===== config.mk =====
export PLATFORM = sky130hd
export DESIGN_NAME = six_stage_patch_envelope
export DESIGN_NICKNAME = d
export VERILOG_FILES = /design/src/design/sspe_pkg.sv /design/src/design/six_stage_patch_envelope.sv
export SDC_FILE = /design/constraint.sdc
export NUM_CORES = 2
export LEC_CHECK = 0
export BUFFER_PORTS_ARGS = -buffer_cell sky130_fd_sc_hd__buf_2
export CAP_MARGIN = 20
export CORE_MARGIN = 1
export CORE_UTILIZATION = 65
export DETAILED_ROUTE_END_ITERATION = 12
export PLACE_DENSITY = 0.8
export SYNTH_ARGS = -nofsm -noshare
export SYNTH_HDL_FRONTEND = slang
export SYNTH_SLANG_ARGS = --single-unit

===== constraint.sdc =====
create_clock -name clk -period 20.7 [get_ports clk]
set_input_delay 2.07 -clock clk [delete_from_list [all_inputs] [get_ports clk]]
set_output_delay 2.07 -clock clk [all_outputs]
set_load 0.02 [all_outputs]

===== src/design/sspe_pkg.sv =====
`timescale 1ns / 1ps
package sspe_pkg;

  localparam int SAMPLE_BITS_DEF = 24;

  // register map, index is paddr[4:3]
  localparam logic [1:0] REG_RATE   = 2'd0;
  localparam logic [1:0] REG_LEVEL  = 2'd1;
  localparam logic [1:0] REG_ENABLE = 2'd2;
  localparam logic [1:0] REG_SCALE  = 2'd3;

  localparam logic [15:0] RATE_SCALE_RST = 16'd16384;

  // 2^x polynomial coefficients, Q30
  localparam logic signed [32:0] EXP_C1  = 33'sd744261118;
  localparam logic signed [32:0] EXP_C2  = 33'sd257941248;
  localparam logic signed [32:0] EXP_C3  = 33'sd59597083;
  localparam logic signed [32:0] ONE_Q30 = 33'sd1073741824;

  // ceil(2^33 / 3), exact floor(x / 3) for x below 2^32 after a 33-bit shift
  localparam logic signed [32:0] DIV3_M  = 33'sd2863311531;

  typedef enum logic [4:0] {
    ST_IDLE, ST_RETRIG, ST_RT_MUL, ST_RT_USE, ST_BRANCH, ST_LOG_NORM,
    ST_LOG_MUL, ST_LOG_USE, ST_DIV_INIT, ST_DIV, ST_DIV_END, ST_REL_ADV,
    ST_ADV_MUL, ST_ADV_USE, ST_MOVE, ST_GAIN, ST_EXP_MUL, ST_EXP_ADD,
    ST_EXP_SH, ST_OUT_MUL, ST_OUT_RND, ST_FINISH
  } state_t;

  // mantissa shifted by three bits per exponent step below 3
  function automatic logic [14:0] rate_raw(input logic [7:0] b);
    logic [14:0] r;
    r = 15'd0;
    case (b[7:6])
      2'd0: r = {b[5:0], 9'd0};
      2'd1: r = {3'd0, b[5:0], 6'd0};
      2'd2: r = {6'd0, b[5:0], 3'd0};
      default: r = {9'd0, b[5:0]};
    endcase
    return r;
  endfunction

endpackage


===== src/design/six_stage_patch_envelope.sv =====
`timescale 1ns / 1ps
// Six-stage patch envelope applied to one audio sample per request. Stages
// 0-2 ramp linearly while the gate is held; at gate-off the level moves to
// the log domain and stages 3-5 run there with gain 2^(6v-6). All multiplies
// go through one shared 33x33 signed multiplier under a sequencer. The sample
// that converts to the log domain takes up to 30 normalize shifts, 30 squaring
// passes for log2, and a divide by six done by compares and a reciprocal
// multiply. s_tready is high only while the sequencer is idle; a finished
// result waits in the output register while the next sample is taken, and
// the sequencer stalls at its last step while that register is still full.
module six_stage_patch_envelope
  import sspe_pkg::*;
#(
  parameter int SAMPLE_BITS = SAMPLE_BITS_DEF,
  localparam int IW = ((SAMPLE_BITS + 3 + 7) / 8) * 8,
  localparam int OW = ((SAMPLE_BITS + 1 + 7) / 8) * 8
) (
  input  logic          clk,
  input  logic          rst,
  input  logic          s_tvalid,
  output logic          s_tready,
  input  logic [IW-1:0] s_tdata,   // gate, retrigger, audio_in, activity bit
  output logic          m_tvalid,
  input  logic          m_tready,
  output logic [OW-1:0] m_tdata,   // audio_out, done_res
  input  logic          psel,
  input  logic          penable,
  input  logic          pwrite,
  input  logic [4:0]    paddr,
  input  logic [63:0]   pwdata,
  output logic [63:0]   prdata,
  output logic          pready
);

  localparam int SB = SAMPLE_BITS;
  localparam logic signed [35:0] SMAX = (36'sd1 <<< (SB - 1)) - 36'sd1;
  localparam logic signed [35:0] SMIN = -(36'sd1 <<< (SB - 1));

  // configuration
  logic [47:0] rate_codes;
  logic [47:0] level_codes;
  logic        envelope_enable;
  logic [15:0] rate_scale;

  // envelope state
  logic signed [31:0] level;
  logic [2:0]         stage;
  logic signed [31:0] step_rate;
  logic               released;
  logic               last_retrigger;

  // latched request
  logic                 gate;
  logic                 retrig;
  logic signed [SB-1:0] sample;
  logic                 agate;

  state_t state, state_next;
  logic   adv_ret;

  logic signed [32:0] a_op, b_op;
  logic signed [65:0] prod;

  logic [30:0]        m;
  logic [4:0]         k;
  logic [29:0]        frac;
  logic [5:0]         cnt;
  logic [34:0]        dq;
  logic               neg;
  logic signed [5:0]  n_exp;
  logic signed [30:0] x_exp;
  logic signed [32:0] p;
  logic signed [32:0] gain;

  logic [SB-1:0] out_audio;
  logic          out_done;
  logic [SB-1:0] res;
  logic          res_done;

  wire cfg_wr = psel && penable && pwrite && pready;
  wire out_load = (state == ST_FINISH) && (!m_tvalid || m_tready);
  assign pready = 1'b1;

  always_comb begin
    unique case (paddr[4:3])
      REG_RATE:   prdata = {16'd0, rate_codes};
      REG_LEVEL:  prdata = {16'd0, level_codes};
      REG_ENABLE: prdata = {63'd0, envelope_enable};
      default:    prdata = {48'd0, rate_scale};
    endcase
  end

  // per-stage codes
  logic [7:0]         rate_byte;
  logic [29:0]        target;
  logic signed [32:0] tgt33;
  assign rate_byte = rate_codes[8*stage +: 8];
  assign target    = {level_codes[8*stage +: 8], 22'd0};
  assign tgt33     = $signed({3'd0, target});

  // linear move
  logic signed [32:0] nv;
  logic               hit;
  logic signed [31:0] nv_sat;
  assign nv  = {level[31], level} + {step_rate[31], step_rate};
  assign hit = (nv > tgt33) != step_rate[31];
  always_comb begin
    if (nv[32] != nv[31]) nv_sat = nv[32] ? 32'sh80000000 : 32'sh7fffffff;
    else nv_sat = nv[31:0];
  end

  // log2 helpers
  logic [32:0]        mm;
  logic signed [35:0] lg;
  logic [5:0]         kd;
  logic signed [35:0] qs;
  assign mm = prod[62:30];
  assign kd = {1'b0, k} - 6'd24;
  assign lg = $signed({kd, frac});

  // divide by six: integer part by compares, the rest by a reciprocal multiply
  logic [2:0]  qhi;
  logic [2:0]  rhi;
  logic [32:0] qmag;
  always_comb begin
    qhi = 3'd0;
    rhi = dq[32:30];
    if (dq[34:30] >= 5'd30) begin
      qhi = 3'd5;
      rhi = 3'(dq[34:30] - 5'd30);
    end else if (dq[34:30] >= 5'd24) begin
      qhi = 3'd4;
      rhi = 3'(dq[34:30] - 5'd24);
    end else if (dq[34:30] >= 5'd18) begin
      qhi = 3'd3;
      rhi = 3'(dq[34:30] - 5'd18);
    end else if (dq[34:30] >= 5'd12) begin
      qhi = 3'd2;
      rhi = 3'(dq[34:30] - 5'd12);
    end else if (dq[34:30] >= 5'd6) begin
      qhi = 3'd1;
      rhi = 3'(dq[34:30] - 5'd6);
    end
  end
  assign qmag = {qhi, prod[62:33]};
  assign qs   = neg ? -$signed({3'd0, qmag}) : $signed({3'd0, qmag});

  // exp helpers
  logic signed [35:0] v36, e36, t36;
  assign v36 = {{4{level[31]}}, level};
  assign e36 = (v36 <<< 2) + (v36 <<< 1) - (36'sd6 <<< 30);
  assign t36 = e36 + (36'sd1 <<< 29);

  logic [33:0] g;
  logic [4:0]  nsh;
  assign nsh = 5'(-n_exp);
  always_comb begin
    if (n_exp >= 6'sd0) g = {1'b0, p} << n_exp[0];
    else g = {1'b0, p} >> nsh;
  end

  // output rounding
  logic signed [65:0] prnd;
  logic signed [35:0] rq;
  assign prnd = prod + (66'sd1 <<< 29);
  assign rq   = prnd[65:30];

  // shared multiplier operands
  always_comb begin
    a_op = '0;
    b_op = '0;
    case (state) inside
      ST_RT_MUL, ST_ADV_MUL: begin
        a_op = $signed({18'd0, rate_raw(rate_byte)});
        b_op = $signed({17'd0, rate_scale});
      end
      ST_LOG_MUL: begin
        a_op = $signed({2'd0, m});
        b_op = $signed({2'd0, m});
      end
      ST_DIV: begin
        a_op = $signed({1'b0, rhi, dq[29:1]});
        b_op = DIV3_M;
      end
      ST_EXP_MUL: begin
        a_op = p;
        b_op = {{2{x_exp[30]}}, x_exp};
      end
      ST_OUT_MUL: begin
        a_op = {{(33-SB){sample[SB-1]}}, sample};
        b_op = gain;
      end
      default: ;
    endcase
  end

  always_ff @(posedge clk) prod <= a_op * b_op;

  // sequencer
  always_comb begin
    state_next = state;
    unique case (state)
      ST_IDLE:     if (s_tvalid) state_next = ST_RETRIG;
      ST_RETRIG:   state_next = (retrig && !last_retrigger) ? ST_RT_MUL : ST_BRANCH;
      ST_RT_MUL:   state_next = ST_RT_USE;
      ST_RT_USE:   state_next = ST_BRANCH;
      ST_BRANCH: begin
        if (!envelope_enable) state_next = ST_FINISH;
        else if (gate || released) state_next = ST_MOVE;
        else if (level <= 32'sd0) state_next = ST_REL_ADV;
        else state_next = ST_LOG_NORM;
      end
      ST_LOG_NORM: if (m[30]) state_next = ST_LOG_MUL;
      ST_LOG_MUL:  state_next = ST_LOG_USE;
      ST_LOG_USE:  state_next = (cnt == 6'd0) ? ST_DIV_INIT : ST_LOG_MUL;
      ST_DIV_INIT: state_next = ST_DIV;
      ST_DIV:      state_next = ST_DIV_END;
      ST_DIV_END:  state_next = ST_REL_ADV;
      ST_REL_ADV:  state_next = (stage < 3'd5) ? ST_ADV_MUL : ST_MOVE;
      ST_ADV_MUL:  state_next = ST_ADV_USE;
      ST_ADV_USE:  state_next = adv_ret ? ST_MOVE : ST_GAIN;
      ST_MOVE: begin
        if (hit && stage < (gate ? 3'd2 : 3'd5)) state_next = ST_ADV_MUL;
        else state_next = ST_GAIN;
      end
      ST_GAIN:     state_next = gate ? ST_OUT_MUL : ST_EXP_MUL;
      ST_EXP_MUL:  state_next = ST_EXP_ADD;
      ST_EXP_ADD:  state_next = (cnt == 6'd2) ? ST_EXP_SH : ST_EXP_MUL;
      ST_EXP_SH:   state_next = ST_OUT_MUL;
      ST_OUT_MUL:  state_next = ST_OUT_RND;
      ST_OUT_RND:  state_next = ST_FINISH;
      ST_FINISH:   if (out_load) state_next = ST_IDLE;
      default:     state_next = ST_IDLE;
    endcase
  end

  always_comb begin
    s_tready = (state == ST_IDLE);
  end

  always_ff @(posedge clk) begin
    if (rst) begin
      state           <= ST_IDLE;
      rate_codes      <= '0;
      level_codes     <= '0;
      envelope_enable <= 1'b0;
      rate_scale      <= RATE_SCALE_RST;
      level           <= '0;
      stage           <= '0;
      step_rate       <= '0;
      released        <= 1'b0;
      last_retrigger  <= 1'b0;
      m_tvalid        <= 1'b0;
      adv_ret         <= 1'b0;
    end else begin
      state <= state_next;
      if (cfg_wr) begin
        unique case (paddr[4:3])
          REG_RATE:   rate_codes      <= pwdata[47:0];
          REG_LEVEL:  level_codes     <= pwdata[47:0];
          REG_ENABLE: envelope_enable <= pwdata[0];
          default:    rate_scale      <= pwdata[15:0];
        endcase
      end
      if (out_load) m_tvalid <= 1'b1;
      else if (m_tvalid && m_tready) m_tvalid <= 1'b0;

      case (state)
        ST_IDLE: if (s_tvalid) begin
          gate   <= s_tdata[0];
          retrig <= s_tdata[1];
          sample <= s_tdata[2 +: SB];
          agate  <= s_tdata[SB+2];
        end
        ST_RETRIG: begin
          last_retrigger <= retrig;
          if (retrig && !last_retrigger) begin
            stage    <= 3'd0;
            released <= 1'b0;
          end
        end
        ST_RT_USE: step_rate <= prod[36:5];
        ST_BRANCH: begin
          m    <= level[30:0];
          k    <= 5'd30;
          frac <= '0;
          cnt  <= 6'd29;
          if (envelope_enable && !gate && !released && level <= 32'sd0) begin
            level    <= 32'sh80000000;
            released <= 1'b1;
          end
          if (!envelope_enable) begin
            res      <= sample;
            res_done <= !agate;
          end
        end
        ST_LOG_NORM: if (!m[30]) begin
          m <= {m[29:0], 1'b0};
          k <= k - 5'd1;
        end
        ST_LOG_USE: begin
          if (mm[31]) begin
            frac[cnt[4:0]] <= 1'b1;
            m <= mm[31:1];
          end else begin
            m <= mm[30:0];
          end
          cnt <= cnt - 6'd1;
        end
        ST_DIV_INIT: begin
          neg <= lg[35];
          dq  <= lg[35] ? 35'(-lg) : lg[34:0];
        end
        ST_DIV_END: begin
          if (qs < -(36'sd1 <<< 31)) level <= 32'sh80000000;
          else level <= qs[31:0];
          released <= 1'b1;
        end
        ST_REL_ADV: begin
          adv_ret <= 1'b1;
          if (stage < 3'd5) stage <= stage + 3'd1;
        end
        ST_ADV_USE: begin
          // descend when the new target sits below the level
          if ($signed({2'd0, target}) < level) step_rate <= -prod[36:5];
          else step_rate <= prod[36:5];
        end
        ST_MOVE: begin
          adv_ret <= 1'b0;
          if (hit) begin
            level <= $signed({2'd0, target});
            if (stage < (gate ? 3'd2 : 3'd5)) stage <= stage + 3'd1;
          end else begin
            level <= nv_sat;
          end
        end
        ST_GAIN: begin
          gain  <= {level[31], level};
          n_exp <= t36[35:30];
          x_exp <= $signed({1'b0, t36[29:0]}) - (31'sd1 <<< 29);
          p     <= EXP_C3;
          cnt   <= 6'd0;
        end
        ST_EXP_ADD: begin
          case (cnt)
            6'd0:    p <= EXP_C2 + prod[62:30];
            6'd1:    p <= EXP_C1 + prod[62:30];
            default: p <= ONE_Q30 + prod[62:30];
          endcase
          cnt <= cnt + 6'd1;
        end
        ST_EXP_SH: begin
          if (n_exp >= 6'sd2 || g > 34'(ONE_Q30 <<< 1)) gain <= ONE_Q30 <<< 1;
          else gain <= $signed({1'b0, g[31:0]});
        end
        ST_OUT_RND: begin
          if (rq > SMAX) res <= SMAX[SB-1:0];
          else if (rq < SMIN) res <= SMIN[SB-1:0];
          else res <= rq[SB-1:0];
          res_done <= !gate && stage == 3'd5;
        end
        ST_FINISH: if (out_load) begin
          out_audio <= res;
          out_done  <= res_done;
        end
        default: ;
      endcase
    end
  end

  assign m_tdata = {{(OW-SB-1){1'b0}}, out_done, out_audio};

endmodule


==> impl_results.html <==
<table>
<tr><th>Metric</th><th>Value</th></tr>
<tr><th colspan="2">Die</th></tr>
<tr><td>Area enclosed by the die boundary</td><td>112000 sq um</td></tr>
<tr><td>Placement Rows</td><td>121</td></tr>
<tr><td>Core Region</td><td>109000 sq um</td></tr>
<tr><td>Die height</td><td>335 um</td></tr>
<tr><td>Overall die width</td><td>335 um</td></tr>
<tr><td>Starting density of the core</td><td>0.658</td></tr>
<tr><td>IO Count</td><td>207</td></tr>
<tr><th colspan="2">Timing</th></tr>
<tr><td>Final critical-path share of the clock period</td><td>0.626</td></tr>
<tr><td>Worst-margin pin slew</td><td>1.49 ns</td></tr>
<tr><td>Tmin final</td><td>12.96 ns</td></tr>
<tr><td>Clock Skew</td><td>0.0389 ns</td></tr>
<tr><td>Setup repair after global routing missed its margin</td><td>no</td></tr>
<tr><td>Top achievable clock speed</td><td>77.2 MHz</td></tr>
<tr><td>Setup TNS</td><td>0 ns</td></tr>
<tr><td>Worst max-slew margin expressed relative to the limit</td><td>0.00446</td></tr>
<tr><td>Final setup violation count</td><td>0</td></tr>
<tr><td>Final hold violation count</td><td>0</td></tr>
<tr><td>Number of pins exceeding their max-slew limit in the final report</td><td>0</td></tr>
<tr><td>Post-route worst hold slack</td><td>0.419 ns</td></tr>
<tr><th colspan="2">Run</th></tr>
<tr><td>Max Cap Viol</td><td>0</td></tr>
<tr><th colspan="2">Worst hold path</th></tr>
<tr><td>Cell depth of the worst min-delay path</td><td>0</td></tr>
<tr><td>Hold Path Sink</td><td>out_audio[2]</td></tr>
<tr><td>Hold wc startpoint</td><td>res[2]</td></tr>
<tr><td>Worst hold path class</td><td>reg2reg</td></tr>
<tr><th colspan="2">Detailed routing</th></tr>
<tr><td>Number of DRC markers after the initial detailed-route iteration</td><td>8970</td></tr>
<tr><td>Number of nets with antenna violations after detailed routing</td><td>0</td></tr>
<tr><td>Number of detailed-route iterations in the first pass</td><td>13</td></tr>
<tr><td>Average routed wire per standard cell</td><td>27.3 um</td></tr>
<tr><td>Total vias in the final route</td><td>62352</td></tr>
<tr><td>DRC violation count after routing</td><td>1</td></tr>
<tr><td>Average via count per standard cell</td><td>6.58</td></tr>
<tr><td>DRT Wirelength</td><td>259 mm</td></tr>
<tr><th colspan="2">GRT</th></tr>
<tr><td>Global-route usage over all layers</td><td>0.464</td></tr>
<tr><td>Initial antenna violation count</td><td>19</td></tr>
<tr><td>Via count of the first global-routing pass</td><td>62438</td></tr>
<tr><td>GR Overflow Total</td><td>0</td></tr>
<tr><td>Wire length of the first global-routing pass</td><td>383 mm</td></tr>
<tr><td>Largest net degree at the start of global routing</td><td>100</td></tr>
<tr><th colspan="2">Placement</th></tr>
<tr><td>Routability congestion estimate from global placement</td><td>1.09</td></tr>
<tr><td>Placed cells</td><td>9363</td></tr>
<tr><td>DP Wirelength</td><td>200 mm</td></tr>
<tr><td>Port Buffer Count</td><td>158</td></tr>
<tr><th colspan="2">Synth</th></tr>
<tr><td>Number of synthesized flops with an enable pin</td><td>285</td></tr>
<tr><td>Async set-or-reset flop fraction in the synthesized netlist</td><td>0</td></tr>
<tr><td>Post-synthesis register bit count</td><td>535</td></tr>
<tr><td>Gate count of the mapped netlist</td><td>8030</td></tr>
<tr><td>Share of the yosys chip area belonging to registers</td><td>0.189</td></tr>
<tr><td>Dominant register cell in the synthesized netlist</td><td>sky130_fd_sc_hd__edfxtp_1</td></tr>
<tr><td>Synth cell types</td><td>101</td></tr>
<tr><td>Mean instance size in the synthesized netlist</td><td>8.96 sq um</td></tr>
<tr><td>Area of the mapped netlist</td><td>71900 sq um</td></tr>
<tr><td>Total number of yosys warnings</td><td>0</td></tr>
<tr><th colspan="2">Clock network</th></tr>
<tr><td>Inserted Clock Buffers</td><td>54</td></tr>
<tr><td>CTS sink count</td><td>535</td></tr>
<tr><td>Hold-fix buffers at CTS</td><td>0</td></tr>
<tr><td>Cells resized by post-CTS repair</td><td>0</td></tr>
<tr><td>Skew-Pair Late Insertion Delay</td><td>0.68 ns</td></tr>
<tr><td>CTS max path bufs</td><td>3</td></tr>
<tr><td>Post-CTS setup-driven buffer insertion count</td><td>0</td></tr>
<tr><td>TritonCTS clock tree</td><td>yes</td></tr>
<tr><td>Count of H-tree levels built during CTS</td><td>2</td></tr>
<tr><td>Root Buffer Master</td><td>sky130_fd_sc_hd__clkbuf_16</td></tr>
<tr><td>Clock transition at path regs</td><td>0.07 ns</td></tr>
<tr><th colspan="2">Status</th></tr>
<tr><td>Violations in the final reports</td><td>design-rule violations</td></tr>
<tr><td>Status</td><td>finished with violations</td></tr>
<tr><th colspan="2">Critical path</th></tr>
<tr><td>Kind of start point of the critical path</td><td>flop</td></tr>
<tr><td>Kind of end point of the critical path</td><td>flop</td></tr>
<tr><td>Reg2Reg Capture Point</td><td>prod[65]</td></tr>
<tr><td>Critical path data arrival time</td><td>13.53 ns</td></tr>
<tr><td>Launch point of the worst reg-to-reg path</td><td>state[3]</td></tr>
<tr><td>Slowest cell delay on critical path</td><td>0.87 ns</td></tr>
<tr><td>Req. time, crit path</td><td>21.27 ns</td></tr>
<tr><td>Library cell appearing most often on the critical path</td><td>sky130_fd_sc_hd__fa_1</td></tr>
<tr><td>Cell at the slowest stage of the critical path</td><td>sky130_fd_sc_hd__o221a_2</td></tr>
<tr><td>Setup slack, reg-to-reg</td><td>7.74 ns</td></tr>
<tr><td>R2R cell count</td><td>38</td></tr>
<tr><td>Maximum fanout count along the critical path</td><td>29</td></tr>
<tr><td>Crit Path Category</td><td>reg2reg</td></tr>
<tr><th colspan="2">Power</th></tr>
<tr><td>Leakage power total</td><td>34.6 nW</td></tr>
<tr><td>Sum of internal, switching and leakage power</td><td>6.84 mW</td></tr>
<tr><td>Worst vdd ir</td><td>77.2 uV</td></tr>
<tr><td>Power density normalized to cell area</td><td>89.7 nW/um^2</td></tr>
<tr><th colspan="2">Final layout</th></tr>
<tr><td>Ratio of cells with drive above 1 in the final layout</td><td>0.0739</td></tr>
<tr><td>Area growth from synthesis to final layout</td><td>6.07%</td></tr>
<tr><td>Total Nets Final</td><td>9573</td></tr>
<tr><td>Non-filler cells, final</td><td>9477</td></tr>
</table>
synthesized netlist by cell type, types with 87 or more instances:
cell / number / area (sq um)
sky130_fd_sc_hd__nor2_1: 714 / 2680
sky130_fd_sc_hd__o21ai_0: 232 / 1160
sky130_fd_sc_hd__edfxtp_1: 285 / 8560
sky130_fd_sc_hd__mux2i_1: 135 / 1350
sky130_fd_sc_hd__inv_1: 1235 / 4640
sky130_fd_sc_hd__clkbuf_1: 400 / 1500
sky130_fd_sc_hd__xnor2_1: 157 / 1380
sky130_fd_sc_hd__nand2_1: 1239 / 4650
sky130_fd_sc_hd__dfxtp_1: 250 / 5000
sky130_fd_sc_hd__xor2_1: 97 / 850
sky130_fd_sc_hd__fa_1: 1148 / 23000
sky130_fd_sc_hd__a21o_1: 87 / 653
sky130_fd_sc_hd__nand3_1: 88 / 440
sky130_fd_sc_hd__ha_1: 369 / 4620
sky130_fd_sc_hd__a21oi_1: 420 / 2100
per-layer routing:
layer	wire length (um)	track usage
met5	119	0.00261
met4	20500	0.290
met3	44500	0.210
met2	105000	0.652
met1	88800	0.581
worst max-delay path, delay by kind of cell, from the launching register on:
family | cells | cell delay [ns]
adder cells (fa/ha/maj) | 9 | 4.51
AND/OR/NAND/NOR | 6 | 1.52
XOR/XNOR | 1 | 0.26
AO/OA/AOI/OAI | 13 | 4.61
buffers and inverters | 9 | 1.20
flip-flops | 1 | 0.72
cells in the final DEF, fill, tap and decap left out, drive strengths merged, types with 27 or more instances in the layout:
master  count
a211oi     39
a21o       87
a21oi     424
a22o       53
a22oi      72
a31oi      48
and2       55
and3       39
buf       318
clkbuf     64
dfxtp     250
edfxtp    285
fa       1148
ha        369
inv      1239
mux2i     135
mux4       45
nand2    1241
nand2b     36
nand3      88
nand4      32
nor2      714
nor2b      42
nor3       69
nor4       27
o211ai     36
o21a       39
o21ai     259
o22a       34
xnor2     158
xor2       99
power breakdown:
part	internal (mW)	switching (mW)
combinational	1.32	3.03
clock	0.615	0.473
sequential	1.24	0.167
total	3.18	3.67
worst max-delay path by stage:
stage | from | end | slack, ns | depth (start not counted)
floorplan | state[4] | prod[65] | 10.53 | 37
finish | state[3] | prod[65] | 7.74 | 38
global placement | state[4] | prod[65] | 8.17 | 33
global route | state[4] | prod[65] | 7.43 | 34
detailed placement | state[4] | prod[65] | 8.13 | 32
CTS | state[4] | prod[65] | 8.10 | 33
per-stage QoR:
| step | setup WS (ns) | utilization | cell area, sq um |
|---|---|---|---|
| 2_1_floorplan | 10.53 | - | 72000 |
| 3_5_place_dp | 8.13 | 0.679 | 74300 |
| 4_1_cts | 8.10 | 0.697 | 76200 |
| 5_1_grt | 7.43 | 0.698 | 76300 |
| 3_3_place_gp | 8.17 | 0.679 | 74200 |
| 6_report | 7.74 | 0.698 | 76300 |
cells by family after synthesis:
logic type | count (synthesis) | synth area share
compound gates | 1354 | 0.124
buf+inv | 1717 | 0.0914
mux | 205 | 0.0368
fa+ha+maj | 1517 | 0.384
xor+xnor | 257 | 0.0316
simple gates | 2443 | 0.144
flops | 535 | 0.189
other cells | 2 | 0.000104
flip-flops by register name (all words and copies together) (netlist names), 3 cells and up:
register     flops
frac            30
x_exp           29
p               33
prod            61
m               31
res             24
k                5
out_audio       24
level_codes     48
dq              34
gain            33
state            5
step_rate       32
n_exp            6
sample          24
rate_codes      48
cnt              6
rate_scale      16
stage            3
level           32
cell type report:
cell class | count | area (sq um)
Inverter | 1238 | 4650
Clock buffer | 63 | 1440
Multi-Input combinational cell | 5800 | 52200
Timing Repair Buffer | 319 | 2080
Sequential cell | 535 | 13600
Antenna cell | 7 | 17.5
Fill cell | 8538 | 33000
Clock inverter | 39 | 478
Tap cell | 1476 | 1850
(Power assumes the default switching activity.)
